### src/rtl/spq_pkg.sv
`default_nettype none

package spq_pkg;

    localparam int PRIO_W    = 8;
    localparam int INFO_W    = 8;
    localparam int STATUS_W  = 2;
    localparam int CNT_W     = 5;
    localparam int CAP_W     = 5;
    localparam int DEPTH_DEF = 16;

    localparam logic [CAP_W-1:0] CAP_RESET = CAP_W'(16);

    // operation codes
    localparam logic OP_INSERT = 1'b0;
    localparam logic OP_REMOVE = 1'b1;

    // status codes
    localparam logic [STATUS_W-1:0] ST_DONE  = STATUS_W'(0);
    localparam logic [STATUS_W-1:0] ST_FULL  = STATUS_W'(1);
    localparam logic [STATUS_W-1:0] ST_EMPTY = STATUS_W'(2);

    typedef struct packed {
        logic [PRIO_W-1:0] prio;
        logic [INFO_W-1:0] info;
    } entry_t;

endpackage

`default_nettype wire

### src/rtl/spq_if.sv
`default_nettype none

interface spq_in_if;
    import spq_pkg::*;

    logic              valid;
    logic              ready;
    logic              operation;
    logic [PRIO_W-1:0] new_prio;
    logic [INFO_W-1:0] new_info;

    modport source (output valid, output operation, output new_prio, output new_info,
                    input ready);
    modport sink   (input valid, input operation, input new_prio, input new_info,
                    output ready);
endinterface

interface spq_out_if;
    import spq_pkg::*;

    logic                valid;
    logic                ready;
    logic [PRIO_W-1:0]   out_prio;
    logic [INFO_W-1:0]   out_info;
    logic [STATUS_W-1:0] status;
    logic [CNT_W-1:0]    count;

    modport source (output valid, output out_prio, output out_info, output status,
                    output count, input ready);
    modport sink   (input valid, input out_prio, input out_info, input status,
                    input count, output ready);
endinterface

`default_nettype wire

### src/rtl/sorted_priority_queue_top.sv
// Channel   Direction  Handshake      Word
// req       in         valid/ready    operation, new_prio, new_info
// rsp       out        valid/ready    out_prio, out_info, status, count
// cfg       in         cfg_we only    cfg_wdata = capacity
//
// Entries live in a circular one-read one-write RAM, head at the smallest priority.
// A remove reads the head, then emits; a rejected word or an insert into an empty queue
// goes straight to emit; any other insert first shifts up every stored entry with a
// larger priority: the insertion scan moves one entry per cycle through the RAM ports.
// Reset empties the queue at once and sets capacity to 16; no clearing pass.
// A new word is taken only while idle; a finished word waits in the result stage
// until rsp.ready, and the next request may be accepted meanwhile.
`default_nettype none

module sorted_priority_queue_top #(
    parameter int DEPTH = spq_pkg::DEPTH_DEF
) (
    input  wire logic                     clk,
    input  wire logic                     rst_n,
    input  wire logic                     cfg_we,
    input  wire logic [spq_pkg::CAP_W-1:0] cfg_wdata,
    spq_in_if.sink                        req,
    spq_out_if.source                     rsp
);
    import spq_pkg::*;

    localparam int AW = $clog2(DEPTH);
    localparam logic [AW-1:0] LAST = AW'(DEPTH - 1);

    typedef enum logic [4:0] {
        S_IDLE = 5'b00001,
        S_RM   = 5'b00010,
        S_CMP  = 5'b00100,
        S_PUT  = 5'b01000,
        S_EMIT = 5'b10000
    } state_t;

    entry_t mem [DEPTH];
    entry_t rdata_reg;

    state_t              state_reg, state_next;
    logic [AW-1:0]       head_reg, head_next;
    logic [AW-1:0]       tail_reg, tail_next;
    logic [AW-1:0]       ptr_reg, ptr_next;
    logic [CNT_W-1:0]    idx_reg, idx_next;
    logic [CNT_W-1:0]    occ_reg, occ_next;
    logic [CAP_W-1:0]    cap_reg;
    logic                out_valid_reg, out_valid_next;

    logic [PRIO_W-1:0]   new_prio_reg, new_prio_next;
    logic [INFO_W-1:0]   new_info_reg, new_info_next;
    logic [PRIO_W-1:0]   res_prio_reg, res_prio_next;
    logic [INFO_W-1:0]   res_info_reg, res_info_next;
    logic [STATUS_W-1:0] res_status_reg, res_status_next;
    logic [PRIO_W-1:0]   out_prio_reg;
    logic [INFO_W-1:0]   out_info_reg;
    logic [STATUS_W-1:0] out_status_reg;
    logic [CNT_W-1:0]    out_count_reg;

    logic                mem_we, mem_re;
    logic [AW-1:0]       mem_waddr, mem_raddr;
    entry_t              mem_wdata;

    logic [AW-1:0]       ptr_dec, ptr_dec2, tail_dec, tail_inc, head_inc;
    logic [CAP_W-1:0]    cap_eff;
    logic                full, out_free, load_out;

    assign ptr_dec  = (ptr_reg == '0) ? LAST : ptr_reg - 1'b1;
    assign ptr_dec2 = (ptr_dec == '0) ? LAST : ptr_dec - 1'b1;
    assign tail_dec = (tail_reg == '0) ? LAST : tail_reg - 1'b1;
    assign tail_inc = (tail_reg == LAST) ? '0 : tail_reg + 1'b1;
    assign head_inc = (head_reg == LAST) ? '0 : head_reg + 1'b1;

    // capacity zero acts as one; the built depth bounds it from above
    assign cap_eff  = (cap_reg == '0) ? CAP_W'(1) : cap_reg;
    assign full     = (occ_reg >= cap_eff) || (32'(occ_reg) >= DEPTH);
    assign out_free = !out_valid_reg || rsp.ready;

    assign req.ready = (state_reg == S_IDLE);

    assign rsp.valid    = out_valid_reg;
    assign rsp.out_prio = out_prio_reg;
    assign rsp.out_info = out_info_reg;
    assign rsp.status   = out_status_reg;
    assign rsp.count    = out_count_reg;

    always_comb
    begin
        state_next      = state_reg;
        head_next       = head_reg;
        tail_next       = tail_reg;
        ptr_next        = ptr_reg;
        idx_next        = idx_reg;
        occ_next        = occ_reg;
        new_prio_next   = new_prio_reg;
        new_info_next   = new_info_reg;
        res_prio_next   = res_prio_reg;
        res_info_next   = res_info_reg;
        res_status_next = res_status_reg;
        out_valid_next  = out_valid_reg && !rsp.ready;
        load_out        = 1'b0;
        mem_we          = 1'b0;
        mem_waddr       = ptr_reg;
        mem_wdata       = '{prio: new_prio_reg, info: new_info_reg};
        mem_re          = 1'b0;
        mem_raddr       = ptr_dec;

        unique case (state_reg)
            S_IDLE:
            begin
                if (req.valid)
                begin
                    new_prio_next   = req.new_prio;
                    new_info_next   = req.new_info;
                    res_prio_next   = '0;
                    res_info_next   = '0;
                    res_status_next = ST_DONE;
                    if (req.operation == OP_REMOVE)
                    begin
                        if (occ_reg == '0)
                        begin
                            res_status_next = ST_EMPTY;
                            state_next      = S_EMIT;
                        end
                        else
                        begin
                            mem_re     = 1'b1;
                            mem_raddr  = head_reg;
                            state_next = S_RM;
                        end
                    end
                    else if (full)
                    begin
                        res_status_next = ST_FULL;
                        state_next      = S_EMIT;
                    end
                    else if (occ_reg == '0)
                    begin
                        mem_we     = 1'b1;
                        mem_waddr  = tail_reg;
                        mem_wdata  = '{prio: req.new_prio, info: req.new_info};
                        occ_next   = occ_reg + 1'b1;
                        tail_next  = tail_inc;
                        state_next = S_EMIT;
                    end
                    else
                    begin
                        // scan backward from the tail, last entry first
                        mem_re     = 1'b1;
                        mem_raddr  = tail_dec;
                        ptr_next   = tail_reg;
                        idx_next   = occ_reg;
                        state_next = S_CMP;
                    end
                end
            end

            S_RM:
            begin
                res_prio_next = rdata_reg.prio;
                res_info_next = rdata_reg.info;
                head_next     = head_inc;
                occ_next      = occ_reg - 1'b1;
                state_next    = S_EMIT;
            end

            S_CMP:
            begin
                mem_we = 1'b1;
                if (rdata_reg.prio > new_prio_reg)
                begin
                    // shift the larger entry up one slot, fetch the next one down
                    mem_wdata = rdata_reg;
                    ptr_next  = ptr_dec;
                    if (idx_reg == CNT_W'(1))
                    begin
                        state_next = S_PUT;
                    end
                    else
                    begin
                        mem_re     = 1'b1;
                        mem_raddr  = ptr_dec2;
                        idx_next   = idx_reg - 1'b1;
                    end
                end
                else
                begin
                    occ_next   = occ_reg + 1'b1;
                    tail_next  = tail_inc;
                    state_next = S_EMIT;
                end
            end

            S_PUT:
            begin
                mem_we     = 1'b1;
                occ_next   = occ_reg + 1'b1;
                tail_next  = tail_inc;
                state_next = S_EMIT;
            end

            S_EMIT:
            begin
                if (out_free)
                begin
                    load_out       = 1'b1;
                    out_valid_next = 1'b1;
                    state_next     = S_IDLE;
                end
            end

            default:
            begin
                state_next = S_IDLE;
            end
        endcase
    end

    always_ff @(posedge clk or negedge rst_n)
    begin
        if (!rst_n)
        begin
            state_reg     <= S_IDLE;
            head_reg      <= '0;
            tail_reg      <= '0;
            ptr_reg       <= '0;
            idx_reg       <= '0;
            occ_reg       <= '0;
            cap_reg       <= CAP_RESET;
            out_valid_reg <= 1'b0;
        end
        else
        begin
            state_reg     <= state_next;
            head_reg      <= head_next;
            tail_reg      <= tail_next;
            ptr_reg       <= ptr_next;
            idx_reg       <= idx_next;
            occ_reg       <= occ_next;
            out_valid_reg <= out_valid_next;
            if (cfg_we)
            begin
                cap_reg <= cfg_wdata;
            end
        end
    end

    always_ff @(posedge clk)
    begin
        new_prio_reg   <= new_prio_next;
        new_info_reg   <= new_info_next;
        res_prio_reg   <= res_prio_next;
        res_info_reg   <= res_info_next;
        res_status_reg <= res_status_next;
        if (load_out)
        begin
            out_prio_reg   <= res_prio_reg;
            out_info_reg   <= res_info_reg;
            out_status_reg <= res_status_reg;
            out_count_reg  <= occ_reg;
        end
    end

    always_ff @(posedge clk)
    begin
        if (mem_we)
        begin
            mem[mem_waddr] <= mem_wdata;
        end
        if (mem_re)
        begin
            rdata_reg <= mem[mem_raddr];
        end
    end

endmodule

`default_nettype wire
### src/flat_wrapper.sv
// flat-port wrapper written by rule: the top's interface ports become plain ports
module sorted_priority_queue_top_flat import spq_pkg::*;
#(
    parameter int DEPTH = spq_pkg::DEPTH_DEF
)
  (clk, rst_n, cfg_we, cfg_wdata, req_valid, req_operation, req_new_prio, req_new_info, req_ready, rsp_valid, rsp_out_prio, rsp_out_info, rsp_status, rsp_count, rsp_ready);
  spq_in_if req_i ();
  spq_out_if rsp_i ();
  input  wire logic clk;
  input  wire logic rst_n;
  input  wire logic cfg_we;
  input  wire logic [spq_pkg::CAP_W-1:0] cfg_wdata;
  input wire logic [$bits(req_i.valid)-1:0] req_valid;
  input wire logic [$bits(req_i.operation)-1:0] req_operation;
  input wire logic [$bits(req_i.new_prio)-1:0] req_new_prio;
  input wire logic [$bits(req_i.new_info)-1:0] req_new_info;
  output wire logic [$bits(req_i.ready)-1:0] req_ready;
  output wire logic [$bits(rsp_i.valid)-1:0] rsp_valid;
  output wire logic [$bits(rsp_i.out_prio)-1:0] rsp_out_prio;
  output wire logic [$bits(rsp_i.out_info)-1:0] rsp_out_info;
  output wire logic [$bits(rsp_i.status)-1:0] rsp_status;
  output wire logic [$bits(rsp_i.count)-1:0] rsp_count;
  input wire logic [$bits(rsp_i.ready)-1:0] rsp_ready;
  assign req_i.valid = req_valid;
  assign req_i.operation = req_operation;
  assign req_i.new_prio = req_new_prio;
  assign req_i.new_info = req_new_info;
  assign req_ready = req_i.ready;
  assign rsp_valid = rsp_i.valid;
  assign rsp_out_prio = rsp_i.out_prio;
  assign rsp_out_info = rsp_i.out_info;
  assign rsp_status = rsp_i.status;
  assign rsp_count = rsp_i.count;
  assign rsp_i.ready = rsp_ready;
  sorted_priority_queue_top #(.DEPTH(DEPTH)) u_core (.clk(clk), .rst_n(rst_n), .cfg_we(cfg_we), .cfg_wdata(cfg_wdata), .req(req_i), .rsp(rsp_i));
endmodule
### config.mk
export PLATFORM = sky130hd
export DESIGN_NAME = sorted_priority_queue_top_flat
export DESIGN_NICKNAME = d
export VERILOG_FILES = /design/src/rtl/spq_pkg.sv /design/src/rtl/spq_if.sv /design/src/rtl/sorted_priority_queue_top.sv /design/src/flat_wrapper.sv
export SDC_FILE = /design/constraint.sdc
export NUM_CORES = 1
export LEC_CHECK = 0
export BUFFER_PORTS_ARGS = -buffer_cell sky130_fd_sc_hd__buf_2
export CAP_MARGIN = 20
export CORE_ASPECT_RATIO = 0.6
export CORE_UTILIZATION = 32
export CTS_CLUSTER_SIZE = 16
export DETAILED_ROUTE_END_ITERATION = 12
export MAX_ROUTING_LAYER = met4
export SYNTH_ARGS = -nofsm -noshare
export SYNTH_HDL_FRONTEND = slang
export SYNTH_SLANG_ARGS = --single-unit
### constraint.sdc
create_clock -name clk -period 7.1 [get_ports clk]
set_clock_uncertainty 0.2 [all_clocks]
set_input_delay 2.13 -clock clk [delete_from_list [all_inputs] [get_ports clk]]
set_output_delay 2.13 -clock clk [all_outputs]
set_load 0.01 [all_outputs]
==> out/metrics.csv, run 1 <==
metric,value,unit
pwr-share-seq,0.350,
power.density,505,nW/µm²
hold_violations,0,
cp.arrival,5490,ps
grt_max_degree,77,
finalCriticalPeriod,5420,ps
startpoint_type,primary input,
die_w,289,µm
slew_violations,0,
die_area,50400,µm²
final_cell_mix,"edfxtp_1, o21ai_0, nand2_1, nand3_1, a2111oi_0",
yosys.area.top_type,edfxtp_1,
finalSetupTns,0,ps
max_cap_viol_count,0,
grtUsageTotal,0.176,
placedCellCount,1814,
io_pins,52,
fp.dieH,174,µm
p_sw_frac,0.424,
final_common_cell,edfxtp_1,
overflow,0,
grt_pass1_wl,65000,µm
nets,1263,
synth.yosys.seq_area_share,0.676,
synth_edf_count,329,
drc,0,
firstDrtPassIters,6,
ctsResizeCount,0,
cts_buffer_depth,3,
rsz0062_at_grt,no,
worst_pin_slew,1080,ps
postCtsHoldBufs,0,
numCtsBuffers,34,
synthFlopType,edfxtp_1,
synth.net_count,1222,
postSynthCellCount,1170,
setup_viol,0,
synth_top_area_share,0.624,
syn_area_per_cell,13.5,µm²
synth-async-reset-ratio,0.0912,
clkPwrFrac,0.208,
antenna_found_initial,4,
power,9.11,mW
crit_required,7170,ps
path_max_fanout,17,
clkSlewWorstSetupHoldPaths,60,ps
initial_core_util,0.328,
cts_htree_levels,2,
largest_reg_flops,256,
p_leak,6.22,nW
coreArea,48300,µm²
critPathKind,primary input to register,
period_share,0.763,
nFillCells,4536,
p_int,5.25,mW
synth_area_leaders,"edfxtp_1, dfrtp_1, a2111oi_0, o21ai_0, nand3_1",
status,finished clean,
worstSkewPairLatency,530,ps
switchingPower,3.86,mW
ys_types,77,
drive_gt1_frac,0.138,
ant_nets,0,
grt_pass1_vias,9970,
hp-class,register to register,
syn_area,15800,µm²
vias_per_cell,5.69,
io_buffer_count,51,
ir_drop,468,µV
crit_path_end_kind,register,
final_cells,1878,
fmax,185,MHz
num_vias,10700,
area_growth,13.8,%
synth_warnings,0,
wl_per_cell,23.1,µm
ys_seq_elements,362,
globalplace.congestion,0.860,
maxSlewHeadroom,0.280,
clock_sinks,362,
dp_hpwl,27900,µm
combPwrFrac,0.442,
cts-root-buf,clkbuf_16,
cts_tree,yes,
drtIter0Drc,1519,
placementRows,62,
drt-total-wl,43300,µm
post_cts_buffers,0,
-- logic make-up (layout without fill, tap and decap cells) --
kind of cell,Yosys count,count (layout),synth area share
and+or+nand+nor,299,299,0.0960
other,0,3,0
xor gates and xnor gates,11,11,0.00608
buffers and inverters,130,195,0.0366
muxes,35,35,0.0225
DFF,362,362,0.676
AOI/OAI and AO/OA,308,308,0.143
adders and majority gates,25,25,0.0202
-- layer usage --
layer | share of wire | global-route usage
met1 | 0.48 | 0.277
met2 | 0.40 | 0.220
met3 | 0.12 | 0.0516
met4 | 0.011 | 0.0292
met5 | 0 | -
-- synth_stat cells, types with 17 or more instances --
library cell  count
edfxtp_1        329
nor2_1           51
mux2i_1          30
inv_1            46
o21ai_0          81
buf_2            20
nand3_1          61
and3_1           20
a21oi_1          17
dfrtp_1          31
nor3_1           55
ha_1             24
a2111oi_0        59
a31oi_1          22
nand2_1          60
clkbuf_1         44
-- cell type report --
type                    count  area [µm²]  area share
clock inverters            19         225      0.0125
diodes                      3        7.51    0.000416
clock buffers              41         898      0.0498
well taps                 640         801      0.0444
inverters                  47         176     0.00978
flip-flops and latches    362       10700       0.594
repair buffers             88         593      0.0329
multi-input cells         678        4620       0.256
-- worst paths after layout --
path	start	to	slack, ps	cells past startpoint
max reg2reg	u_core.rdata_reg[13]	u_core.rdata_reg[13]	2360	10
max in group asynchronous	rst_n	u_core.ptr_reg[1]	4720	1
min in group asynchronous	rst_n	u_core.cap_reg[3]	1490	1
min reg2reg	u_core.res_prio_reg[5]	u_core.rsp.out_prio[5]	220	0
min	u_core.res_prio_reg[5]	u_core.rsp.out_prio[5]	220	0
max	req_operation	u_core.rdata_reg[13]	1680	10
-- critical path, stage by stage --
cell and delay, ps:
buf_2 150, inv_1 190, a2bb2oi_1 240, a21oi_2 60, nor3_1 450, o21a_1 690, nor2_4 260, nor2_2 750
a221oi_1 220, a211o_1 320
-- stage by stage --
stage / cell area (µm²) / hold WS (ps) / setup WS [ps] / utilization
2_1_floorplan: 15800 / 200 / 2220 / -
3_3_place_gp: 16800 / 201 / 1320 / 0.348
3_5_place_dp: 16900 / 205 / 1250 / 0.349
4_1_cts: 18000 / 219 / 1800 / 0.373
5_1_grt: 18000 / 223 / 1580 / 0.373
6_report: 18000 / 219 / 1680 / 0.373
-- power groups by stage --
stage | logic, mW | clock network, mW | registers, mW
after floorplan | 2.64 | 0 | 3.10
after global placement | 3.86 | 0 | 3.22
after detailed placement | 3.91 | 0 | 3.23
after CTS | 3.93 | 1.92 | 3.18
after global routing | 4.32 | 2.00 | 3.21
final | 4.03 | 1.90 | 3.19
Power figures use the tool's default switching activity.
==> run 2: changes to the inputs <==
==> constraint.sdc (replaced) <==
create_clock -name clk -period 5 [get_ports clk]
set_clock_uncertainty 0.2 [all_clocks]
set_input_delay 1.5 -clock clk [delete_from_list [all_inputs] [get_ports clk]]
set_output_delay 1.5 -clock clk [all_outputs]
set_load 0.01 [all_outputs]
==> out/metrics.csv, run 2 (synthesis results as in run 1) <==
metric,value,unit,change
overflow,0,,unchanged
finalSetupTns,0,ps,unchanged
slew_violations,0,,unchanged
drive_gt1_frac,0.154,,was 0.138
final_cell_mix,"edfxtp_1, o21ai_0, nand2_1, nand3_1, a2111oi_0",,unchanged
placementRows,62,,unchanged
hold_violations,0,,unchanged
nets,1284,,was 1263
multi_input_area,4620,µm²,unchanged
vias_per_cell,5.65,,was 5.69
ant_nets,0,,unchanged
r2r_end,u_core.rdata_reg[8],,was u_core.rdata_reg[13]
rsz0062_at_grt,no,,unchanged
grt_max_degree,77,,unchanged
fmax,216,MHz,
dp_hpwl,28000,µm,was 27900 µm
die_area,50400,µm²,unchanged
antenna_found_initial,1,,was 4
placedCellCount,1835,,was 1814
critPathTopFamily,compound AO/OA/AOI/OAI gates,,unchanged
min_to,u_core.rsp.out_info[2],,was u_core.rsp.out_prio[5]
period_share,0.925,,
maxSlewHeadroom,0.272,,was 0.280
drtIter0Drc,1450,,was 1519
slowest_delay,460,ps,was 750 ps
area_growth,14.9,%,was 13.8%
ir_drop,856,µV,was 468 µV
hold_start,u_core.res_info_reg[2],,was u_core.res_prio_reg[5]
post_cts_buffers,0,,unchanged
cts_htree_levels,2,,unchanged
cp.arrival,4710,ps,was 5490 ps
holdPathStages,0,,unchanged
critPathKind,register to register,,was primary input to register
setup_viol,0,,unchanged
finalCriticalPeriod,4620,ps,
initial_core_util,0.328,,unchanged
path_max_fanout,28,,was 17
coreArea,48300,µm²,unchanged
max_cap_viol_count,0,,unchanged
grtUsageTotal,0.176,,about the same
cts_buffer_depth,3,,unchanged
r2r-start,u_core.cap_reg[1],,was u_core.rdata_reg[13]
grt_pass1_vias,9884,,was 9970
crit_path_end_kind,register,,unchanged
drt-total-wl,43700,µm,was 43300 µm
crit_top_cell,buf_4,,
cts_tree,yes,,unchanged
final_cells,1897,,was 1878
postCtsHoldBufs,0,,unchanged
seqCellArea,10700,µm²,unchanged
globalplace.congestion,0.895,,was 0.860
ctsResizeCount,0,,unchanged
reg2reg_depth,14,,was 10
largest_reg_flops,256,,unchanged
antenna-diode-count,0,,was 3
drc,0,,unchanged
grt_pass1_wl,64200,µm,was 65000 µm
path_buf_inv,3,,was 2
crit_chain,o41ai_1 > ha_1 > nand2b_1 > a31oi_1 > o21a_1 > o21ai_0 > a221o_1 > o21a_2 > buf_4 > nor2_1 > buf_4 > a2bb2oi_1 > buf_4 > a31o_1,,was buf_2 > inv_1 > a2bb2oi_1 > a21oi_2 > nor3_1 > o21a_1 > nor2_4 > nor2_2 > a221oi_1 > a211o_1
firstDrtPassIters,5,,was 6
p_leak,6.32,nW,was 6.22 nW
io_pins,52,,unchanged
wl_per_cell,23.0,µm,was 23.1 µm
r2r_setup_slack,380,ps,was 2360 ps
startpoint_type,register,,was primary input
status,finished clean,,unchanged
final_common_cell,edfxtp_1,,unchanged
crit_required,5080,ps,was 7170 ps
worstSkewPairLatency,530,ps,about the same
cts-root-buf,clkbuf_16,,unchanged
numCtsBuffers,34,,unchanged
crit_path_top_delay_cell,a221o_1,,was nor2_2
clock_sinks,362,,unchanged
power.density,712,nW/µm²,was 505 nW/µm²
num_vias,10700,,about the same
io_buffer_count,51,,unchanged
fp.dieH,174,µm,unchanged
hp-class,register to register,,unchanged
clkSlewWorstSetupHoldPaths,60,ps,about the same
die_w,289,µm,unchanged
worst_pin_slew,1080,ps,about the same
nFillCells,4502,,was 4536
## run 2: cell count changes in the layout (fill, tap and decap cells not counted), moves of 2 or more
cell | previous run | this run
buf_4 | 32 | 46
buf_8 | 2 | 0
diode_2 | 3 | 0
clkinv_1 | 7 | 5
buf_12 | 2 | 11
clkbuf_8 | 0 | 2
clkinv_2 | 5 | 8
bufinv_16 | 5 | 1
## run 2: cell type report
| type | instances | share of cell area |
|---|---|---|
| Sequential cell | 362 | 0.589 |
| Timing Repair Buffer | 109 | 0.0466 |
| Clock buffer | 43 | 0.0497 |
| Clock inverter | 18 | 0.00743 |
| Inverter | 47 | 0.00970 |
| Multi-Input combinational cell | 678 | 0.254 |
| Tap cell | 640 | 0.0440 |
## run 2: power by group
| group | leakage (nW) | internal [mW] | switching, mW | total (mW) |
|---|---|---|---|---|
| clock | 0.514 | 1.35 | 1.12 | 2.47 |
| sequential | 3.41 | 4.21 | 0.319 | 4.53 |
| combinational | 2.39 | 1.96 | 4.00 | 5.96 |
## run 2: worst register-to-register path: cells and delay by family (launching register included)
family	cells	cell delay, ps
AOI/OAI and AO/OA	8	2320
buffers and inverters	3	690
and+or+nand+nor	2	490
DFF	1	400
adders and majority gates	1	290
## run 2: routing by layer
metal | vias up | global-route usage | share of wire
met5 | - | - | 0
li1 | 4759 | - | -
met2 | 572 | 0.219 | 0.39
met4 | 0 | 0.0379 | 0.016
met1 | 5330 | 0.273 | 0.48
met3 | 56 | 0.0546 | 0.12
## run 2: through the flow
stage	hold WS [ps]	power, mW	setup slack (ps)	instance area, µm²	utilization
floorplan	200	8.16	749	15800	-
global placement	203	10.3	484	17100	0.354
detailed placement	205	10.4	427	17100	0.354
CTS	220	12.9	502	18200	0.376
global route	226	13.6	178	18200	0.376
finish	220	13.0	376	18200	0.376
## run 2: worst max-delay path by stage
stage | startpoint | cells past startpoint | to | slack, ps
6_report | u_core.cap_reg[1] | 14 | u_core.rdata_reg[8] | 380
2_1_floorplan | req_operation | 13 | u_core.rdata_reg[13] | 750
5_1_grt | u_core.cap_reg[1] | 14 | u_core.rdata_reg[8] | 180
3_3_place_gp | u_core.cap_reg[1] | 14 | u_core.rdata_reg[8] | 480
3_5_place_dp | req_operation | 11 | u_core.rdata_reg[5] | 430
4_1_cts | u_core.cap_reg[1] | 14 | u_core.rdata_reg[8] | 500
==> run 3: changes to the inputs <==
--- a/config.mk
+++ b/config.mk
@@ -5,8 +5,8 @@
 export SDC_FILE = /design/constraint.sdc
 export NUM_CORES = 1
 export LEC_CHECK = 0
+export ABC_AREA = 1
 export BUFFER_PORTS_ARGS = -buffer_cell sky130_fd_sc_hd__buf_2
-export CAP_MARGIN = 20
 export CORE_ASPECT_RATIO = 0.6
 export CORE_UTILIZATION = 32
 export CTS_CLUSTER_SIZE = 16
==> constraint.sdc (replaced) <==
create_clock -name clk -period 5.5 [get_ports clk]
set_clock_uncertainty 0.2 [all_clocks]
set_input_delay 1.65 -clock clk [delete_from_list [all_inputs] [get_ports clk]]
set_output_delay 1.65 -clock clk [all_outputs]
set_load 0.01 [all_outputs]
==> out/metrics.csv, run 3 <==
metric,value,unit,change
yosys.area.top_type,edfxtp_1,,unchanged
final_cell_mix,"edfxtp_1, nand3_1, nand2_1, inv_1, buf_2",,"was edfxtp_1, o21ai_0, nand2_1, nand3_1, a2111oi_0"
synth_edf_count,329,,unchanged
finalCriticalPeriod,4280,ps,
antenna_found_initial,1,,unchanged
dp_hpwl,28900,µm,was 28000 µm
globalplace.congestion,0.881,,was 0.895
postLayoutCoreUtil,0.372,,was 0.376
slew_violations,0,,unchanged
critPathKind,primary input to register,,was register to register
hold_violations,0,,unchanged
grt_max_degree,82,,was 77
io_pins,52,,unchanged
die_area,51500,µm²,was 50400 µm²
path_max_fanout,18,,was 28
synth.yosys.seq_area_share,0.662,,was 0.676
firstDrtPassIters,5,,unchanged
ctsResizeCount,0,,unchanged
final_common_cell,edfxtp_1,,unchanged
clock_sinks,362,,unchanged
worst_pin_slew,1200,ps,was 1080 ps
startpoint_type,primary input,,was register
status,finished clean,,unchanged
holdPathStages,0,,unchanged
ant_nets,0,,unchanged
maxSlewHeadroom,0.200,,was 0.272
wl_per_cell,20.2,µm,was 23.0 µm
synth_top_area_share,0.611,,was 0.624
antenna-diode-count,0,,unchanged
synth-async-reset-ratio,0.0912,,unchanged
die_w,292,µm,was 289 µm
cts_htree_levels,2,,unchanged
hp-class,register to register,,unchanged
post_cts_buffers,0,,unchanged
synth.net_count,1492,,was 1222
ys_seq_elements,362,,unchanged
syn_area_per_cell,11.2,µm²,was 13.5 µm²
numCtsBuffers,35,,was 34
cts-root-buf,clkbuf_16,,unchanged
coreArea,49700,µm²,was 48300 µm²
largest_reg_flops,256,,unchanged
crit_required,5440,ps,was 5080 ps
fmax,234,MHz,
drt-total-wl,44000,µm,was 43700 µm
synth_area_leaders,"edfxtp_1, nand3_1, nand2_1, dfrtp_1, inv_1",,"was edfxtp_1, dfrtp_1, a2111oi_0, o21ai_0, nand3_1"
rsz0062_at_grt,no,,unchanged
worstSkewPairLatency,530,ps,about the same
drc,0,,unchanged
io_buffer_count,51,,unchanged
num_vias,11400,,was 10700
clkSlewWorstSetupHoldPaths,60,ps,about the same
nets,1553,,was 1284
synthTopCellsByCount,"edfxtp_1, nand3_1, nand2_1",,"was edfxtp_1, o21ai_0, nand3_1"
area_growth,14.1,%,was 14.9%
period_share,0.778,,
setup_viol,0,,unchanged
finalSetupTns,0,ps,unchanged
synth_warnings,0,,unchanged
cts_tree,yes,,unchanged
vias_per_cell,5.22,,was 5.65
fp.dieH,176,µm,was 174 µm
reg2reg_depth,17,,was 14
placementRows,63,,was 62
synthFlopType,edfxtp_1,,unchanged
synth_most_common_cell,edfxtp_1,,unchanged
drive_gt1_frac,0.149,,was 0.154
holdWs,218,ps,was 220 ps
stdcell_area,18500,µm²,was 18200 µm²
postSynthCellCount,1440,,was 1170
cp.arrival,4220,ps,was 4710 ps
crit_path_end_kind,register,,unchanged
drtIter0Drc,1191,,was 1450
initial_core_util,0.326,,was 0.328
ys_types,45,,was 77
placedInstanceArea,17300,µm²,was 17100 µm²
max_cap_viol_count,0,,unchanged
grtUsageTotal,0.178,,was 0.176
syn_area,16200,µm²,was 15800 µm²
postCtsHoldBufs,0,,unchanged
grt_pass1_wl,68000,µm,was 64200 µm
cts_buffer_depth,3,,unchanged
overflow,0,,unchanged
grt_pass1_vias,11000,,was 9884
[run 3: cell types whose count changed in the layout (fill, tap and decap cells not counted), moves of 19 or more]
cell       before  now
a2111oi_0      59    0
a31oi_1        22    2
and3_1         19    0
inv_1          46   84
mux2i_1        30    0
nand2_1        60  318
nand3_1        60  327
nand3_2         2   23
nor3_1         55    4
o21ai_0        81   36
[run 3: kinds of logic (layout without fill, tap and decap cells)]
logic type,after synthesis,after routing,synth area share
compound gates,97,97,0.0390
flops,362,362,0.662
buf+inv,168,255,0.0491
fa+ha+maj,25,25,0.0198
xor+xnor,10,10,0.00541
simple gates,778,778,0.225
[run 3: area by class of cell]
class	count	area (µm²)
repair buffers	100	661
clock inverters	16	184
clock buffers	47	993
well taps	650	813
fillers	4819	31200
inverters	92	345
flip-flops and latches	362	10700
multi-input cells	910	4750
[run 3: per-layer routing]
layer / global-route usage / up-vias / routed length [µm]
met5: - / - / 0
met4: 0.0393 / 0 / 792
met3: 0.0463 / 51 / 4680
met2: 0.234 / 504 / 17500
met1: 0.270 / 5575 / 20900
li1: - / 5231 / -
[run 3: worst max-delay path: stages]
cell	delay [ps]
buf_2	110
inv_1	100
nor3_4	180
buf_4	280
nand3_2	220
o21ai_0	380
inv_1	100
nor2_1	110
nand2_1	150
nor2_2	930
[run 3: worst paths after layout]
check / startpoint / end / slack [ps]
setup / recovery: req_valid / u_core.mem[2][8] / 1220
hold / removal: u_core.res_prio_reg[1] / u_core.rsp.out_prio[1] / 220
setup reg to reg: u_core.rdata_reg[14] / u_core.rdata_reg[4] / 1300
hold reg to reg: u_core.res_prio_reg[1] / u_core.rsp.out_prio[1] / 220
max in group asynchronous: rst_n / u_core.state_reg[1] / 3590
min in group asynchronous: rst_n / u_core.tail_reg[2] / 1020
[run 3: stage by stage]
| step | std cells | setup WS (ps) |
|---|---|---|
| 2_1_floorplan | 1440 | 1390 |
| 4_1_cts | 2177 | 1270 |
| 6_report | 2177 | 1220 |
| 3_5_place_dp | 2114 | 729 |
| 3_3_place_gp | 2114 | 760 |
| 5_1_grt | 2177 | 958 |
Power of run 3 is not shown: default switching activity piles up to over one toggle a cycle in this logic, so the estimate is an artifact.
